===== config.mk =====
export PLATFORM = sky130hd
export DESIGN_NAME = rrts_ram
export DESIGN_NICKNAME = d
export VERILOG_FILES = /design/src/sv/rrts_ram.sv
export SDC_FILE = /design/constraint.sdc
export NUM_CORES = 1
export LEC_CHECK = 0
export BUFFER_PORTS_ARGS = -buffer_cell sky130_fd_sc_hd__buf_2
export CAP_MARGIN = 10
export CORE_MARGIN = 3
export CORE_UTILIZATION = 30
export CTS_BUF_LIST = sky130_fd_sc_hd__clkbuf_16
export DETAILED_ROUTE_END_ITERATION = 10
export PLACE_DENSITY = 0.53
export SLEW_MARGIN = 20
export SYNTH_ARGS = -nofsm -noshare
export SYNTH_HDL_FRONTEND = slang
export SYNTH_SLANG_ARGS = --single-unit

===== constraint.sdc =====
create_clock -name i_clk -period 3.12 [get_ports i_clk]
set_clock_uncertainty 0.2 [all_clocks]
set_input_delay 0.624 -clock i_clk [delete_from_list [all_inputs] [get_ports i_clk]]
set_output_delay 0.624 -clock i_clk [all_outputs]
set_load 0.1 [all_outputs]

===== src/sv/rrts_ram.sv =====
`default_nettype none

module rrts_ram #(
    parameter int WIDTH = 8,
    parameter int DEPTH = 64
) (
    input  logic                       i_clk,
    input  logic                       i_we,
    input  logic [$clog2(DEPTH)-1:0]   i_waddr,
    input  logic [WIDTH-1:0]           i_wdata,
    input  logic                       i_re,
    input  logic [$clog2(DEPTH)-1:0]   i_raddr,
    output logic [WIDTH-1:0]           o_rdata
);

    logic [WIDTH-1:0] r_mem [DEPTH];
    logic [WIDTH-1:0] r_rdata;

    always_ff @(posedge i_clk) begin
        if (i_we) begin
            r_mem[i_waddr] <= i_wdata;
        end
        if (i_re) begin
            r_rdata <= r_mem[i_raddr];
        end
    end

    assign o_rdata = r_rdata;

endmodule

`default_nettype wire


==> Yosys cells after proc, flatten, opt, wreduce, memory -nomap -nowiden <==
Memories as Yosys holds them, arrays and structs flattened. A register that Yosys moved wholly into a read port is not among the register bits.
Index checks and enable logic that the tools add are counted.
{ "word_totals": {"memories": 1, "wordCells": 3, "regBits": 0, "rom_bits": 0, "latchBits": 0, "input_bits": 23, "out_inout_bits": 8, "ramBits": 512} }
{ "mem_list": {"columns": ["name", "words", "word_bits", "rd", "rd_clocked_by_memory_dff", "write_ports", "line", "source"], "rows": [
  ["r_mem", 64, 8, 1, 1, 1, "16", "logic [WIDTH-1:0] r_mem [DEPTH];"]
]} }
{ "classes": {"bitwise_logic": 0, "magnitude_cmp": 0, "shift": 0, "mul": 0, "n_addsub": 0, "muxes": 2, "reduce_logical": 0, "div_mod_pow": 0, "eq_ne": 0} }
{ "op_table": {"columns": ["operator", "n"], "rows": [
  ["2-to-1 mux 1 bit", 2]
]} }

==> Depth between registers and ports, before layout <==
{ "depth": {"ltp_word": 2, "mapped_depth": 9, "mapped_depth_nobuf": 5} }

==> Least setup slack after synthesis <==
Ideal clock, no wire load.
{ "synth_timing": {"kind": "input to register", "from": "in i_raddr[1]", "to": "reg r_rdata[3] (netlist: o_rdata[3]), read port of r_mem (data pin)", "t_arrival_ns": 2.164, "slack_ns": 0.490, "cell_stages": 7, "n_path_buf": 3, "setup_ns": 0.266, "required_ns": 2.654, "cell_sequence": "buf_4 > buf_2 > buf_2 > mux4_2 > mux4_2 > o21ai_1 > o41ai_1"} }
{ "synth_lines": {"columns": ["item", "line", "source"], "rows": [
  ["from (decl)", "12", "input logic [$clog2(DEPTH)-1:0] i_raddr,"],
  ["to (decl)", "17", "logic [WIDTH-1:0] r_rdata;"]
]} }

==> flow_metrics.py <==
metrics = {
    "timing": {
        "finalCritPeriodShare_pct": 88.3,
        "slew-limit-headroom_pct": 37.9,
        "max_clock_freq_mhz": 363,
        "fin_tns_setup_ns": 0,
        "hold_viol_final": 0,
        "drv_slew": 0,
        "grt_setup_unrepaired": "no",
        "fin_crit_ns": 2.76,
        "finalSetupViolCount": 0,
        "tightest_slew_ns": 0.932,
    },
    "clock_tree": {
        "cts_buffers": 54,
        "clockBufferDepth": 3,
        "clock_latency_ns": 0.60,
        "cts-htree-levels": 2,
        "cts_root_buf": "clkbuf_16",
        "tritoncts": "done",
        "postCtsSetupBuffers": 0,
        "ctsResizeCount": 0,
        "cts_sinks": 520,
        "ctsHoldBuffers": 0,
        "path_clk_slew_ns": 0.06,
    },
    "detailed_routing": {
        "routedWlPerCell_um": 24.5,
        "first_pass_iters": 5,
        "drc_errors": 0,
        "drtIter0Drc": 889,
        "wl_mm": 49.3,
        "drtAntennaViolNets": 0,
        "vias": 9816,
        "via_per_inst": 4.88,
    },
    "die": {
        "io_pins": 31,
        "design.core.area_mm2": 0.0663,
        "die_h_um": 266,
        "initial_utilization_pct": 30.5,
        "die_w_um": 266,
        "placementRows": 94,
        "die_area_mm2": 0.0706,
    },
    "final_layout": {
        "final_util_pct": 36.1,
        "drive_above_1_share_pct": 32.8,
        "fillers": 6137,
        "areaGrowthSynthToFinish_pct": 18.4,
        "multi_input_area_mm2": 0.00432,
        "nNetsFinal": 1127,
        "ff_latch_area_mm2": 0.0156,
        "final_area_mm2": 0.0240,
    },
    "global_route": {
        "grt-ovfl-total": 0,
        "grt_max_degree": 65,
        "grt_use_total_pct": 14.1,
        "grt_first_pass_wirelength_mm": 72.5,
        "antenna_found_initial": 2,
        "grt_pass1_vias": 10200,
    },
    "synth": {
        "ys_types": 39,
        "synth_top_area_cell": "edfxtp_1",
        "synth_edf_count": 520,
        "synthFlopType": "edfxtp_1",
        "async_reset_ff_share_pct": 0,
        "ys_ff_latch": 520,
        "synth_cells": 940,
        "seq_area_frac_synth_pct": 77.1,
        "yosys.area.top_type_share_pct": 77.1,
        "syn_area_per_cell_um2": 21.5,
        "syn_nets": 963,
        "ys_top_cells_by_area": "edfxtp_1, mux4_2, nor2_1, mux2i_1, mux2_2",
        "yosys_warnings": 0,
        "syn-cell-area_mm2": 0.0202,
    },
    "worst_hold_path": {
        "hp-start": "i_re",
        "min_path_type": "in -> reg",
        "worstHoldPathCells": 1,
        "hold_path_end": "o_rdata[4]$_DFFE_PP_",
    },
    "pwr": {
        "totalPowerFinal_uw": 14600,
        "power_density_mw_per_mm2": 607,
        "ir_drop_mv": 0.372,
        "p_leak_uw": 0.00767,
    },
    "place": {
        "post-dp-hpwl_mm": 31.7,
        "placed_cell_area_mm2": 0.0223,
        "numPortBuffers": 30,
        "place.gp.congestion": 0.759,
    },
    "setup_path": {
        "arrival_ns": 2.88,
        "crit_type": "in -> reg",
        "path_max_fanout": 26,
        "ff2ff_setup_slack_ns": 0.68,
        "worstReg2RegEnd": "o_rdata[0]$_DFFE_PP_",
        "startpoint_type": "input port",
        "required_ns": 3.24,
        "crit_path_end_kind": "flop",
        "regToRegStartpoint": "r_mem[47][0]$_DFFE_PP_",
        "ff2ff_path_depth": 4,
    },
    "outcome": {
        "status": "completed",
    },
    "run": {
        "maxCapViolCount": 0,
    },
}
-- cell families after synthesis --
logic type | Yosys count | synth area share, %
multiplexers | 162 | 15.9
flip-flops | 520 | 77.1
buffers and inverters | 51 | 1.56
AND/OR/NAND/NOR | 153 | 3.37
AO/OA/AOI/OAI | 54 | 2.06
-- flip-flops by register name, indices dropped and copies added (netlist names) --
register and count:
o_rdata 8, r_mem 512
-- layout by cell type, fill, tap and decap left out, drive strengths merged, types with 4 or more instances in the layout --
cell type,synthesis,layout
nor3,7,7
edfxtp,520,520
mux2i,23,23
nand3,13,13
a211oi,4,4
nand2,19,19
o22ai,8,8
mux2,13,13
inv,0,11
nor2b,14,14
o21ai,4,4
clkbuf,17,56
buf,34,158
mux4,126,126
a221oi,6,6
clkinv,0,30
nand2b,7,7
nor2,83,83
o221ai,8,8
-- synthesized netlist by cell type, types with 3 or more instances --
cell / number
clkbuf_1: 17
a22oi_1: 3
mux4_2: 126
mux2_2: 13
nand2b_1: 7
a21oi_1: 3
mux2i_1: 23
buf_6: 4
nor2b_1: 14
nor3_1: 7
o221ai_1: 8
a221oi_1: 6
nand3b_1: 3
o2bb2ai_1: 3
o22ai_1: 8
buf_1: 4
nand2_1: 19
nand3_1: 13
buf_4: 13
a211oi_1: 4
nor2_1: 83
buf_2: 11
edfxtp_1: 520
o2111ai_1: 3
-- worst max-delay path by stage --
stage / startpoint / to / slack [ns]
after CTS: i_raddr[0] / o_rdata[2]$_DFFE_PP_ / 0.33
final: i_raddr[0] / o_rdata[1]$_DFFE_PP_ / 0.36
after floorplan: i_raddr[1] / o_rdata[3]$_DFFE_PP_ / 0.49
after global placement: i_raddr[0] / o_rdata[1]$_DFFE_PP_ / -0.30
after global routing: i_raddr[0] / o_rdata[1]$_DFFE_PP_ / 0.25
after detailed placement: i_raddr[0] / o_rdata[2]$_DFFE_PP_ / -0.31
-- worst max-delay path, cell delays in order --
cell	delay, ns
clkbuf_8	0.34
buf_12	0.18
buf_12	0.15
buf_12	0.13
buf_4	0.24
mux2i_1	0.30
a221oi_1	0.12
a221oi_1	0.61
o2bb2ai_1	0.16
-- final cells by class --
| class | count | share of cell area (%) |
|---|---|---|
| Multi-Input combinational cell | 369 | 18.0 |
| Antenna cell | 1 | 0.0104 |
| Sequential cell | 520 | 65.1 |
| Timing Repair Buffer | 159 | 5.56 |
| Clock inverter | 44 | 1.05 |
| Tap cell | 864 | 4.51 |
| Clock buffer | 55 | 5.74 |
-- per-stage QoR --
| step | worst slack, ns | hold WS, ns | std cells |
|---|---|---|---|
| after floorplan | 0.490 | 0.523 | 940 |
| after global placement | -0.303 | 0.702 | 1912 |
| after detailed placement | -0.311 | 0.710 | 1912 |
| after CTS | 0.329 | 0.196 | 2011 |
| after global routing | 0.252 | 0.199 | 2011 |
| final | 0.364 | 0.250 | 2012 |
-- power by group --
| part | switching, µW | leakage, µW | internal [µW] |
|---|---|---|---|
| Sequential | 19.2 | 0.00469 | 7750 |
| Clock | 2590 | 0.000848 | 3340 |
| Combinational | 534 | 0.00214 | 324 |
-- metal layers --
metal	vias to the layer above	routed length, µm	GRT usage [%]
met4	2	953	3.62
met3	65	3410	3.74
met1	5212	21100	18.8
met5	-	7	0
met2	262	23800	23.1
li1	4275	-	-
No activity file was read; power rests on OpenSTA's default activity.
